[config.mk]
export PLATFORM = sky130hd
export DESIGN_NAME = programmable_fsm_engine_unit
export DESIGN_NICKNAME = d
export VERILOG_FILES = /design/src/hw/rtl/pfe_pkg.sv /design/src/hw/rtl/pfe_core.sv /design/src/hw/rtl/programmable_fsm_engine_unit.sv
export SDC_FILE = /design/constraint.sdc
export NUM_CORES = 2
export LEC_CHECK = 0
export BUFFER_PORTS_ARGS = -buffer_cell sky130_fd_sc_hd__buf_2
export CORE_MARGIN = 4
export CORE_UTILIZATION = 52
export CTS_BUF_LIST = sky130_fd_sc_hd__clkbuf_4 sky130_fd_sc_hd__clkbuf_8
export DETAILED_ROUTE_END_ITERATION = 12
export GPL_TIMING_DRIVEN = 0
export PLACE_DENSITY = 0.74
export SLEW_MARGIN = 20
export SYNTH_ARGS = -nofsm -noshare
export SYNTH_HDL_FRONTEND = slang
export SYNTH_SLANG_ARGS = --single-unit
export TNS_END_PERCENT = 10
[constraint.sdc]
create_clock -name aclk -period 8.9 [get_ports aclk]
set_clock_uncertainty 0.2 [all_clocks]
set_input_delay 0.445 -clock aclk [delete_from_list [all_inputs] [get_ports aclk]]
set_output_delay 0.445 -clock aclk [all_outputs]
set_load 0.05 [all_outputs]
[src/hw/rtl/pfe_pkg.sv]
// Shared constants, command codes and transaction types of the programmable FSM engine.
package pfe_pkg;

    // Default table sizes and counter width
    localparam int unsigned MAX_STATES_DEF  = 16;
    localparam int unsigned MAX_TRANS_DEF   = 32;
    localparam int unsigned COUNT_WIDTH_DEF = 16;

    // Field widths fixed by the stream format
    localparam int unsigned CMD_W    = 3;
    localparam int unsigned CODE_W   = 8;
    localparam int unsigned SEL_W    = 4;
    localparam int unsigned REQ_W    = 16;
    localparam int unsigned COND_BITS = 16;
    localparam int unsigned IDX_W    = 5;
    localparam int unsigned ERR_W    = 2;

    // Command codes
    localparam logic [CMD_W-1:0] CMD_CLEAR     = 3'd0;
    localparam logic [CMD_W-1:0] CMD_ADD_STATE = 3'd1;
    localparam logic [CMD_W-1:0] CMD_ADD_TRANS = 3'd2;
    localparam logic [CMD_W-1:0] CMD_TICK      = 3'd3;
    localparam logic [CMD_W-1:0] CMD_RESET     = 3'd4;

    // Error codes
    localparam logic [ERR_W-1:0] ERR_NONE    = 2'd0;
    localparam logic [ERR_W-1:0] ERR_FULL    = 2'd1;
    localparam logic [ERR_W-1:0] ERR_DUP     = 2'd2;
    localparam logic [ERR_W-1:0] ERR_UNKNOWN = 2'd3;

    // One command transaction
    typedef struct packed {
        logic [CMD_W-1:0]     cmd;
        logic [CODE_W-1:0]    state_code;
        logic [CODE_W-1:0]    next_code;
        logic                 initial_flag;
        logic [SEL_W-1:0]     cond_select;
        logic [REQ_W-1:0]     required_count;
        logic [COND_BITS-1:0] condition_bits;
    } pfe_cmd_t;

    // One result transaction
    typedef struct packed {
        logic              ok;
        logic              fired;
        logic [IDX_W-1:0]  fired_index;
        logic [IDX_W-1:0]  entry_index;
        logic [CODE_W-1:0] current_code;
        logic              has_current;
        logic [ERR_W-1:0]  error_code;
    } pfe_res_t;

endpackage

[src/hw/rtl/pfe_core.sv]
// Sequencer, table memories and shared compare/count unit of the FSM engine.
module pfe_core #(
    parameter int unsigned MAX_STATES      = pfe_pkg::MAX_STATES_DEF,
    parameter int unsigned MAX_TRANSITIONS = pfe_pkg::MAX_TRANS_DEF,
    parameter int unsigned COUNT_WIDTH     = pfe_pkg::COUNT_WIDTH_DEF
) (
    input  logic              aclk,
    input  logic              aresetn,
    input  logic              in_valid,
    output logic              in_ready,
    input  pfe_pkg::pfe_cmd_t in_cmd,
    output logic              res_valid,
    input  logic              res_ready,
    output pfe_pkg::pfe_res_t res
);
    import pfe_pkg::*;

    localparam int unsigned SIW  = $clog2(MAX_STATES);
    localparam int unsigned SCW  = $clog2(MAX_STATES + 1);
    localparam int unsigned TIW  = (MAX_TRANSITIONS > 1) ? $clog2(MAX_TRANSITIONS) : 1;
    localparam int unsigned TCW  = $clog2(MAX_TRANSITIONS + 1);
    localparam int unsigned IW   = (SCW > TCW) ? SCW : TCW;
    localparam int unsigned TE_W = 2 * SIW + SEL_W + REQ_W;
    localparam int unsigned CMPW = (COUNT_WIDTH > REQ_W) ? COUNT_WIDTH : REQ_W;
    localparam logic [COUNT_WIDTH-1:0] CNT_MAX = {COUNT_WIDTH{1'b1}};

    typedef enum logic [10:0] {
        ST_IDLE    = 11'b00000000001,
        ST_LOOK_RD = 11'b00000000010,
        ST_LOOK_EV = 11'b00000000100,
        ST_COMMIT  = 11'b00000001000,
        ST_TICK_RD = 11'b00000010000,
        ST_TICK_EV = 11'b00000100000,
        ST_FETCH   = 11'b00001000000,
        ST_CLR_RD  = 11'b00010000000,
        ST_CLR_EV  = 11'b00100000000,
        ST_SWEEP   = 11'b01000000000,
        ST_DONE    = 11'b10000000000
    } state_t;

    state_t            state_reg;
    pfe_cmd_t          cmd_reg;
    logic [IW-1:0]     idx_reg;
    logic [SCW-1:0]    state_count_reg;
    logic [TCW-1:0]    trans_count_reg;
    logic [SIW-1:0]    cur_idx_reg;
    logic [SIW-1:0]    init_idx_reg;
    logic              cur_valid_reg;
    logic              init_valid_reg;
    logic [CODE_W-1:0] cur_code_reg;
    logic [CODE_W-1:0] init_code_reg;
    logic [ERR_W-1:0]  sticky_err_reg;
    logic              found_s_reg;
    logic              found_d_reg;
    logic [SIW-1:0]    s_idx_reg;
    logic [SIW-1:0]    d_idx_reg;
    logic              res_ok_reg;
    logic              res_fired_reg;
    logic [IW-1:0]     res_fidx_reg;
    logic [IW-1:0]     res_eidx_reg;
    logic [ERR_W-1:0]  res_err_reg;

    // Table memories with registered read data
    logic [CODE_W-1:0]      state_mem [MAX_STATES];
    logic [TE_W-1:0]        trans_mem [MAX_TRANSITIONS];
    logic [COUNT_WIDTH-1:0] ctr_mem   [MAX_TRANSITIONS];
    logic [CODE_W-1:0]      st_rd_reg;
    logic [TE_W-1:0]        tr_rd_reg;
    logic [COUNT_WIDTH-1:0] ctr_rd_reg;

    logic                   st_we;
    logic [SIW-1:0]         st_ra;
    logic                   tr_we;
    logic                   ctr_we;
    logic [TIW-1:0]         ctr_wa;
    logic [COUNT_WIDTH-1:0] ctr_wd;

    // Fields of the transition under evaluation
    logic [SIW-1:0]         tr_src;
    logic [SIW-1:0]         tr_dst;
    logic [SEL_W-1:0]       tr_sel;
    logic [REQ_W-1:0]       tr_need;
    logic                   tr_match;
    logic                   tr_cond;
    logic [COUNT_WIDTH-1:0] ctr_inc;
    logic                   tr_fire;
    logic                   idx_at_states;
    logic                   idx_at_trans;
    logic [31:0]            fidx_ext;
    logic [31:0]            eidx_ext;

    assign tr_need  = tr_rd_reg[REQ_W-1:0];
    assign tr_sel   = tr_rd_reg[REQ_W +: SEL_W];
    assign tr_dst   = tr_rd_reg[REQ_W + SEL_W +: SIW];
    assign tr_src   = tr_rd_reg[REQ_W + SEL_W + SIW +: SIW];

    // Shared compare and saturating count unit
    assign tr_match = (tr_src == cur_idx_reg);
    assign tr_cond  = cmd_reg.condition_bits[tr_sel];
    assign ctr_inc  = (ctr_rd_reg == CNT_MAX) ? ctr_rd_reg : ctr_rd_reg + COUNT_WIDTH'(1);
    assign tr_fire  = tr_match && tr_cond && (CMPW'(ctr_inc) >= CMPW'(tr_need));

    assign idx_at_states = (idx_reg == IW'(state_count_reg));
    assign idx_at_trans  = (idx_reg == IW'(trans_count_reg));

    // Memory port control
    always_comb begin
        st_we  = (state_reg == ST_COMMIT) && (cmd_reg.cmd == CMD_ADD_STATE) && !found_s_reg;
        tr_we  = (state_reg == ST_COMMIT) && (cmd_reg.cmd == CMD_ADD_TRANS)
                 && found_s_reg && found_d_reg;
        st_ra  = (state_reg == ST_TICK_EV) ? tr_dst : idx_reg[SIW-1:0];
        ctr_we = 1'b0;
        ctr_wa = idx_reg[TIW-1:0];
        ctr_wd = '0;
        case (state_reg)
            ST_COMMIT: begin
                ctr_we = tr_we;
                ctr_wa = trans_count_reg[TIW-1:0];
            end
            ST_TICK_EV: begin
                ctr_we = tr_match;
                ctr_wd = tr_cond ? ctr_inc : '0;
            end
            ST_CLR_EV: begin
                ctr_we = tr_match;
            end
            ST_SWEEP: begin
                ctr_we = !idx_at_trans;
            end
            default: begin
                ctr_we = 1'b0;
            end
        endcase
    end

    always_ff @(posedge aclk) begin
        if (st_we) begin
            state_mem[state_count_reg[SIW-1:0]] <= cmd_reg.state_code;
        end
        st_rd_reg <= state_mem[st_ra];
    end

    always_ff @(posedge aclk) begin
        if (tr_we) begin
            trans_mem[trans_count_reg[TIW-1:0]] <=
                {s_idx_reg, d_idx_reg, cmd_reg.cond_select, cmd_reg.required_count};
        end
        tr_rd_reg <= trans_mem[idx_reg[TIW-1:0]];
    end

    always_ff @(posedge aclk) begin
        if (ctr_we) begin
            ctr_mem[ctr_wa] <= ctr_wd;
        end
        ctr_rd_reg <= ctr_mem[idx_reg[TIW-1:0]];
    end

    // Sequencer
    always_ff @(posedge aclk) begin
        if (!aresetn) begin
            state_reg       <= ST_IDLE;
            state_count_reg <= '0;
            trans_count_reg <= '0;
            cur_idx_reg     <= '0;
            init_idx_reg    <= '0;
            cur_valid_reg   <= 1'b0;
            init_valid_reg  <= 1'b0;
            sticky_err_reg  <= ERR_NONE;
        end else begin
            case (state_reg)
                ST_IDLE: begin
                    if (in_valid) begin
                        cmd_reg       <= in_cmd;
                        res_ok_reg    <= 1'b1;
                        res_fired_reg <= 1'b0;
                        res_fidx_reg  <= '0;
                        res_eidx_reg  <= '0;
                        res_err_reg   <= ERR_NONE;
                        idx_reg       <= '0;
                        found_s_reg   <= 1'b0;
                        found_d_reg   <= 1'b0;
                        if (in_cmd.cmd == CMD_CLEAR) begin
                            state_count_reg <= '0;
                            trans_count_reg <= '0;
                            cur_idx_reg     <= '0;
                            init_idx_reg    <= '0;
                            cur_valid_reg   <= 1'b0;
                            init_valid_reg  <= 1'b0;
                            sticky_err_reg  <= ERR_NONE;
                            state_reg       <= ST_DONE;
                        end else if (in_cmd.cmd > CMD_RESET) begin
                            res_ok_reg <= 1'b0;
                            state_reg  <= ST_DONE;
                        end else if (sticky_err_reg != ERR_NONE) begin
                            res_ok_reg  <= 1'b0;
                            res_err_reg <= sticky_err_reg;
                            state_reg   <= ST_DONE;
                        end else if (in_cmd.cmd == CMD_ADD_STATE) begin
                            if (state_count_reg == SCW'(MAX_STATES)) begin
                                res_ok_reg     <= 1'b0;
                                res_err_reg    <= ERR_FULL;
                                sticky_err_reg <= ERR_FULL;
                                state_reg      <= ST_DONE;
                            end else begin
                                state_reg <= ST_LOOK_RD;
                            end
                        end else if (in_cmd.cmd == CMD_ADD_TRANS) begin
                            if (trans_count_reg == TCW'(MAX_TRANSITIONS)) begin
                                res_ok_reg     <= 1'b0;
                                res_err_reg    <= ERR_FULL;
                                sticky_err_reg <= ERR_FULL;
                                state_reg      <= ST_DONE;
                            end else begin
                                state_reg <= ST_LOOK_RD;
                            end
                        end else if (in_cmd.cmd == CMD_TICK) begin
                            state_reg <= cur_valid_reg ? ST_TICK_RD : ST_DONE;
                        end else begin
                            // Return to the initial state and clear the counter of every filled transition
                            cur_idx_reg   <= init_idx_reg;
                            cur_valid_reg <= init_valid_reg;
                            cur_code_reg  <= init_code_reg;
                            state_reg     <= ST_SWEEP;
                        end
                    end
                end
                ST_LOOK_RD: begin
                    state_reg <= idx_at_states ? ST_COMMIT : ST_LOOK_EV;
                end
                ST_LOOK_EV: begin
                    // Match both codes against one stored code
                    if (!found_s_reg && (st_rd_reg == cmd_reg.state_code)) begin
                        found_s_reg <= 1'b1;
                        s_idx_reg   <= idx_reg[SIW-1:0];
                    end
                    if (!found_d_reg && (st_rd_reg == cmd_reg.next_code)) begin
                        found_d_reg <= 1'b1;
                        d_idx_reg   <= idx_reg[SIW-1:0];
                    end
                    idx_reg   <= idx_reg + IW'(1);
                    state_reg <= ST_LOOK_RD;
                end
                ST_COMMIT: begin
                    if (cmd_reg.cmd == CMD_ADD_STATE) begin
                        if (found_s_reg) begin
                            res_ok_reg     <= 1'b0;
                            res_err_reg    <= ERR_DUP;
                            sticky_err_reg <= ERR_DUP;
                        end else begin
                            res_eidx_reg    <= IW'(state_count_reg);
                            state_count_reg <= state_count_reg + SCW'(1);
                            if (cmd_reg.initial_flag) begin
                                init_idx_reg   <= state_count_reg[SIW-1:0];
                                cur_idx_reg    <= state_count_reg[SIW-1:0];
                                init_valid_reg <= 1'b1;
                                cur_valid_reg  <= 1'b1;
                                init_code_reg  <= cmd_reg.state_code;
                                cur_code_reg   <= cmd_reg.state_code;
                            end
                        end
                    end else begin
                        if (!(found_s_reg && found_d_reg)) begin
                            res_ok_reg     <= 1'b0;
                            res_err_reg    <= ERR_UNKNOWN;
                            sticky_err_reg <= ERR_UNKNOWN;
                        end else begin
                            res_eidx_reg    <= IW'(trans_count_reg);
                            trans_count_reg <= trans_count_reg + TCW'(1);
                        end
                    end
                    state_reg <= ST_DONE;
                end
                ST_TICK_RD: begin
                    state_reg <= idx_at_trans ? ST_DONE : ST_TICK_EV;
                end
                ST_TICK_EV: begin
                    if (tr_fire) begin
                        cur_idx_reg   <= tr_dst;
                        res_fired_reg <= 1'b1;
                        res_fidx_reg  <= idx_reg;
                        state_reg     <= ST_FETCH;
                    end else begin
                        idx_reg   <= idx_reg + IW'(1);
                        state_reg <= ST_TICK_RD;
                    end
                end
                ST_FETCH: begin
                    // Pick up the new state's code, then clear its outgoing counters
                    cur_code_reg <= st_rd_reg;
                    idx_reg      <= '0;
                    state_reg    <= ST_CLR_RD;
                end
                ST_CLR_RD: begin
                    state_reg <= idx_at_trans ? ST_DONE : ST_CLR_EV;
                end
                ST_CLR_EV: begin
                    idx_reg   <= idx_reg + IW'(1);
                    state_reg <= ST_CLR_RD;
                end
                ST_SWEEP: begin
                    if (idx_at_trans) begin
                        state_reg <= ST_DONE;
                    end else begin
                        idx_reg <= idx_reg + IW'(1);
                    end
                end
                ST_DONE: begin
                    if (res_ready) begin
                        state_reg <= ST_IDLE;
                    end
                end
                default: begin
                    state_reg <= ST_IDLE;
                end
            endcase
        end
    end

    // Result transaction
    assign fidx_ext  = 32'(res_fidx_reg);
    assign eidx_ext  = 32'(res_eidx_reg);
    assign in_ready  = (state_reg == ST_IDLE);
    assign res_valid = (state_reg == ST_DONE);

    always_comb begin
        res.ok           = res_ok_reg;
        res.fired        = res_fired_reg;
        res.fired_index  = fidx_ext[IDX_W-1:0];
        res.entry_index  = eidx_ext[IDX_W-1:0];
        res.current_code = cur_valid_reg ? cur_code_reg : '0;
        res.has_current  = cur_valid_reg;
        res.error_code   = res_err_reg;
    end

    // Table fill never passes its depth
    a_counts: assert property (@(posedge aclk) disable iff (!aresetn)
        (state_count_reg <= SCW'(MAX_STATES)) && (trans_count_reg <= TCW'(MAX_TRANSITIONS)))
        else $error("table count beyond depth");

    // A current state always points into the filled part of the state table
    a_cur_idx: assert property (@(posedge aclk) disable iff (!aresetn)
        cur_valid_reg |-> (SCW'(cur_idx_reg) < state_count_reg))
        else $error("current state outside state table");

    // Sticky error changes only through a clear command
    a_sticky: assert property (@(posedge aclk) disable iff (!aresetn)
        ((sticky_err_reg != ERR_NONE) && !(in_valid && in_ready && (in_cmd.cmd == CMD_CLEAR)))
        |=> $stable(sticky_err_reg))
        else $error("sticky error changed without clear");

    // A fired tick is always a clean result
    a_fired_ok: assert property (@(posedge aclk) disable iff (!aresetn)
        (res_valid && res.fired) |-> (res.ok && (res.error_code == ERR_NONE)))
        else $error("fired result carries an error");

    // A tick that reaches the transition scan holds a current state
    a_tick_cur: assert property (@(posedge aclk) disable iff (!aresetn)
        (state_reg == ST_TICK_EV) |-> cur_valid_reg)
        else $error("tick scan without current state");

endmodule

[src/hw/rtl/programmable_fsm_engine_unit.sv]
// Top level of the programmable FSM engine: stream ports and result register.
//
// Usage: each command enters as one transaction on the s_ channel (command code
// on s_tuser, operands on s_tdata) and produces exactly one result transaction
// on the m_ channel. The engine works on one command at a time; s_tready is high
// only while the sequencer is idle.
// Steps per command: clear, undefined command, blocked by sticky error, table
// full and idle tick go straight to the result; add state / add transition
// scan the state table, reading and then comparing each entry; a tick scans
// the transitions in the same way and, if one is taken, fetches the new
// state's code and clears that state's outgoing counters; reset to initial
// sweeps the filled counters, one entry a cycle. Each table memory has a
// single read port.
// Results sit in an output register; the sequencer accepts the next command
// while a result still waits, and holds its own result if m_tready stays low.
// Reset (aresetn low at a clock edge) empties both tables, drops the current
// and initial state and clears the sticky error; no clearing pass follows.
module programmable_fsm_engine_unit #(
    parameter int unsigned MAX_STATES      = pfe_pkg::MAX_STATES_DEF,
    parameter int unsigned MAX_TRANSITIONS = pfe_pkg::MAX_TRANS_DEF,
    parameter int unsigned COUNT_WIDTH     = pfe_pkg::COUNT_WIDTH_DEF
) (
    input  logic        aclk,
    input  logic        aresetn,
    input  logic        s_tvalid,
    output logic        s_tready,
    // state_code[7:0], next_code[15:8], initial_flag[16], cond_select[20:17],
    // required_count[36:21], condition_bits[52:37], zero [55:53]
    input  logic [55:0] s_tdata,
    // cmd[2:0]
    input  logic [2:0]  s_tuser,
    output logic        m_tvalid,
    input  logic        m_tready,
    // ok[0], fired[1], fired_index[6:2], entry_index[11:7], current_code[19:12],
    // has_current[20], error_code[22:21], zero [23]
    output logic [23:0] m_tdata
);
    import pfe_pkg::*;

    pfe_cmd_t    in_cmd;
    pfe_res_t    res;
    logic        res_valid;
    logic        res_ready;
    logic        m_tvalid_reg;
    logic [23:0] m_tdata_reg;

    // Unpack the command transaction
    always_comb begin
        in_cmd.cmd            = s_tuser;
        in_cmd.state_code     = s_tdata[7:0];
        in_cmd.next_code      = s_tdata[15:8];
        in_cmd.initial_flag   = s_tdata[16];
        in_cmd.cond_select    = s_tdata[20:17];
        in_cmd.required_count = s_tdata[36:21];
        in_cmd.condition_bits = s_tdata[52:37];
    end

    pfe_core #(
        .MAX_STATES      (MAX_STATES),
        .MAX_TRANSITIONS (MAX_TRANSITIONS),
        .COUNT_WIDTH     (COUNT_WIDTH)
    ) u_core (
        .aclk      (aclk),
        .aresetn   (aresetn),
        .in_valid  (s_tvalid),
        .in_ready  (s_tready),
        .in_cmd    (in_cmd),
        .res_valid (res_valid),
        .res_ready (res_ready),
        .res       (res)
    );

    // Output register: load when empty or being drained
    assign res_ready = !m_tvalid_reg || m_tready;

    always_ff @(posedge aclk) begin
        if (!aresetn) begin
            m_tvalid_reg <= 1'b0;
        end else if (res_valid && res_ready) begin
            m_tvalid_reg <= 1'b1;
        end else if (m_tready) begin
            m_tvalid_reg <= 1'b0;
        end
    end

    always_ff @(posedge aclk) begin
        if (res_valid && res_ready) begin
            m_tdata_reg <= {1'b0, res.error_code, res.has_current, res.current_code,
                            res.entry_index, res.fired_index, res.fired, res.ok};
        end
    end

    assign m_tvalid = m_tvalid_reg;
    assign m_tdata  = m_tdata_reg;

endmodule

==> reports/results.tsv <==
stage	metric	value	unit
outcome	status	completed	
synthesis	synthesized netlist net count	3315	
clock_network	CTS buffer count	290	
routing	final WL	165200	um
place	DP HPWL	109500	um
routing	Iter 0 DRT Violations	5153	
synthesis	post-synthesis register bit count	1748	
sta	RSZ-0062 raised after global routing	false	
floorplan	die area	0.1364	mm2
power	clock share of power	37.9	%
grt	antenna violations before repair	3	
sta	final period utilization	55.46	%
critical_path	crit-path max FO	10	
clock_network	number of clock sinks	1748	
routing	WL per Instance	28.76	um
clock_network	Worst-Skew Late Latency	1.01	ns
critical_path	crit path DAT	5.39	ns
critical_path	most frequent CP cell	ha_1	
power	VDD IR max	0.1795	mV
floorplan	Die Wd	369.3	um
flow_run	Max Cap Violations	0	
place	placed insts	5126	
place	DP Worst Slack	3.831	ns
power	sequential share of power	52.2	%
critical_path	Worst path slowest cell	nor4_1	
synthesis	sequential area share after synthesis	76.04	%
sta	Final Hold Fails	0	
floorplan	num rows	132	
synthesis	Synth Area in XOR/XNOR	0.7354	%
routing	vias per cell	6.147	
routing	DRC Markers	0	
synthesis	mux contribution to synthesized area	15.79	%
finish	max reg flops	896	
sta	Final Max Slew Viols	0	
sta	Setup TNS	0	ns
sta	Max Clk Rate	202.6	MHz
synthesis	Synth Area in Simple Gates	3.720	%
synthesis	adder-cell share of the synthesized area	0.4792	%
critical_path	Setup crit end kind	flop	
synthesis	Primary FF master, synth	edfxtp_1	
clock_network	clock buffer depth	4	
finish	Total Nets Final	3881	
synthesis	post-synthesis cell type count	75	
finish	fill cell count	8780	
critical_path	worst-path cell chain	ha_1 > nand2_1 > nor4_1 > nand3_1 > clkbuf_1 > nand4_1 > xnor2_1 > ha_1 > o21ai_0 > nor2_1 > o311ai_0 > o221ai_1 > nor2b_1 > a2111oi_2 > buf_2	
synthesis	Synth Area in Compound Gates	2.031	%
synthesis	largest family of logic cells by synthesized area	multiplexers	
sta	final worst-path setup slack	3.964	ns
clock_network	Post-CTS Hold Buffers	114	
power	Sw Share	23.71	%
critical_path	critical path type	reg -> reg	
grt	grt ovf	0	
sta	post-layout min period	4.936	ns
clock_network	PostCTS Resize Cnt	0	
power	Pwr Density	224.6	mW/mm2
grt	Overall Global Routing Usage	24.53	%
power	total power after layout	17.74	mW
finish	final non-filler cell total	5746	
power	Lkg Pwr	23.92	nW
floorplan	IO Count	89	
synthesis	Mapped Avg Cell Area	21.04	um2
critical_path	critical path required time	9.36	ns
sta	Hold Worst Slack	0.1776	ns
routing	drt pass-1 iters	6	
power	Internal	13.54	mW
finish	Layout area overhead	16.35	%
clock_network	Reg clk slew, reported paths	0.06	ns
sta	Setup Viol. Count Final	0	
sta	Worst Tran Pin Value	1.190	ns
floorplan	Die Span Y	369.3	um
clock_network	clk root buf	clkbuf_8	
place	port bufs	83	
synthesis	synthesized instance count	3226	
clock_network	CTS H-Tree Depth	5	
grt	vias in the first global route	35992	
finish	share of post-route cells with drive strength above 1	31.91	%
clock_network	Setup Buffers After CTS	0	
floorplan	Core ar.	0.1296	mm2
sta	worst rel slew slack	20.69	%
critical_path	Setup crit start kind	flop	
synthesis	Post-synth EDFFs	1661	
routing	post-route ant nets	0	
clock_network	CTS tree	done	
power	Sw Pwr	4.206	mW
grt	wire length of the first global-routing pass	242500	um
routing	Via Count	35319	
critical_path	CP max stage delay	0.57	ns
synthesis	Mapped Area	0.06788	mm2
floorplan	Initial Utilization	52.36	%
power	Combinational Power Share	9.8	%
synthesis	async set-or-reset flop fraction in the synthesized netlist	0	%
min_path	Hold WC Path Type	in -> reg	
synthesis	yosys warns	0	
place	RePlAce Congestion	0.9326	
grt	largest net degree at the start of global routing	40	
==> metrics by stage <==
step / utilization [%] / instance area (um2)
2_1_floorplan: - / 67880
3_3_place_gp: 54.36 / 70480
3_5_place_dp: 55.77 / 72310
4_1_cts: 60.86 / 78910
5_1_grt: 60.91 / 78970
6_report: 60.92 / 78980
==> power groups by stage <==
| stage | Sequential, mW | Clock, mW | Combinational, mW |
|---|---|---|---|
| 6_report | 9.26 | 6.73 | 1.75 |
| 5_1_grt | 9.27 | 7.25 | 1.85 |
| 4_1_cts | 9.26 | 6.82 | 1.75 |
| 3_5_place_dp | 9.43 | 0 | 1.70 |
| 3_3_place_gp | 9.43 | 0 | 1.66 |
| 2_1_floorplan | 9.37 | 0 | 1.12 |
==> layout make-up <==
type	count	area (um2)	area share [%]
antenna	5	12.51	0.01584
buffer	165	728.2	0.9220
clock buffer	415	5036	6.377
clock inverter	84	424.2	0.5371
inverter	33	123.9	0.1568
multi-input combinational	1280	15920	20.16
sequential	1748	51620	65.36
tap	1742	2180	2.760
timing repair buffer	274	2930	3.710
==> cell usage after synthesis (4+ instances only) <==
| library cell | number | area, um2 |
|---|---|---|
| nand2_1 | 118 | 442.9 |
| nor2b_1 | 27 | 168.9 |
| and2_1 | 15 | 93.84 |
| buf_6 | 6 | 67.56 |
| a31oi_1 | 17 | 106.4 |
| or4_1 | 4 | 30.03 |
| nor4_1 | 8 | 50.05 |
| a21o_1 | 5 | 37.54 |
| nor3_1 | 15 | 75.07 |
| nand4_1 | 19 | 118.9 |
| mux2_2 | 47 | 529.3 |
| a31o_2 | 12 | 105.1 |
| mux2i_1 | 19 | 190.2 |
| clkbuf_1 | 117 | 439.2 |
| a21boi_0 | 7 | 52.55 |
| inv_1 | 32 | 120.1 |
| xor2_1 | 22 | 192.7 |
| nor2_1 | 124 | 465.5 |
| a211oi_1 | 35 | 262.8 |
| buf_1 | 27 | 101.4 |
| nand4b_1 | 5 | 43.79 |
| o22ai_1 | 12 | 75.07 |
| a21oi_1 | 33 | 165.2 |
| dfxtp_1 | 87 | 1742 |
| or3_1 | 8 | 50.05 |
| mux4_2 | 444 | 10000 |
| nand3b_1 | 7 | 52.55 |
| xnor2_1 | 35 | 306.5 |
| nand3_1 | 47 | 235.2 |
| buf_2 | 13 | 65.06 |
| edfxtp_1 | 1661 | 49880 |
| and3_1 | 43 | 269.0 |
| o21ai_0 | 32 | 160.2 |
| a211o_1 | 8 | 70.07 |
| o21a_1 | 4 | 30.03 |
| ha_1 | 26 | 325.3 |
| and4_1 | 5 | 43.79 |
| a22oi_1 | 12 | 90.09 |
| nand2b_1 | 9 | 56.30 |
| nor3b_1 | 6 | 45.04 |
==> worst max-delay path: cells and delay by family (launching register included) <==
kind / cells / cell delay (ns)
compound gates: 4 / 1.30
flops: 1 / 0.37
xor+xnor: 1 / 0.18
buf+inv: 2 / 0.57
fa+ha+maj: 2 / 0.50
simple gates: 6 / 1.50
==> logic make-up after synthesis <==
group                      count (synthesis)
muxes                                    510
other                                      1
xor gates and xnor gates                  57
DFF                                     1748
AOI/OAI and AO/OA                        202
buffers and inverters                    198
adders and majority gates                 26
and+or+nand+nor                          484
==> layout by cell type (no fill, tap or decap), types with 15 or more instances in the layout <==
master,instances
clkbuf_1,96
and2_1,15
xnor2_1,35
nor2_1,62
buf_2,105
o21ai_0,32
buf_12,19
buf_16,18
a211oi_1,32
clkbuf_2,25
mux2i_1,19
nor2_2,25
buf_8,16
a21oi_1,31
nand3_1,47
clkinv_2,25
buf_1,16
dfxtp_1,87
nor2_4,37
nor3_1,15
clkinv_1,52
edfxtp_1,1661
dlygate4sd3_1,114
nand4_1,19
clkbuf_8,307
mux2_2,47
inv_1,32
mux4_2,444
ha_1,26
buf_6,28
and3_1,41
xor2_1,22
nand2_1,118
clkbuf_4,108
==> final timing paths <==
path	startpoint	endpoint	slack, ns	depth (start not counted)
max	u_core.ctr_rd_reg[1]	u_core.idx_reg[2]	3.96	15
min	m_tready	m_tvalid	0.18	4
max reg2reg	u_core.ctr_rd_reg[1]	u_core.idx_reg[2]	3.96	15
min reg2reg	u_core.res_err_reg[1]	m_tdata[22]	0.22	0
==> layer usage <==
metal  vias to the layer above  wire, um  GRT usage, %
li1                      14566         -             -
met1                     18231     62410         33.46
met2                      2113     79380         38.42
met3                       409     16650         6.024
met4                         0      6804         10.12
met5                         -         0             0
Power figures use the tool's default switching activity.
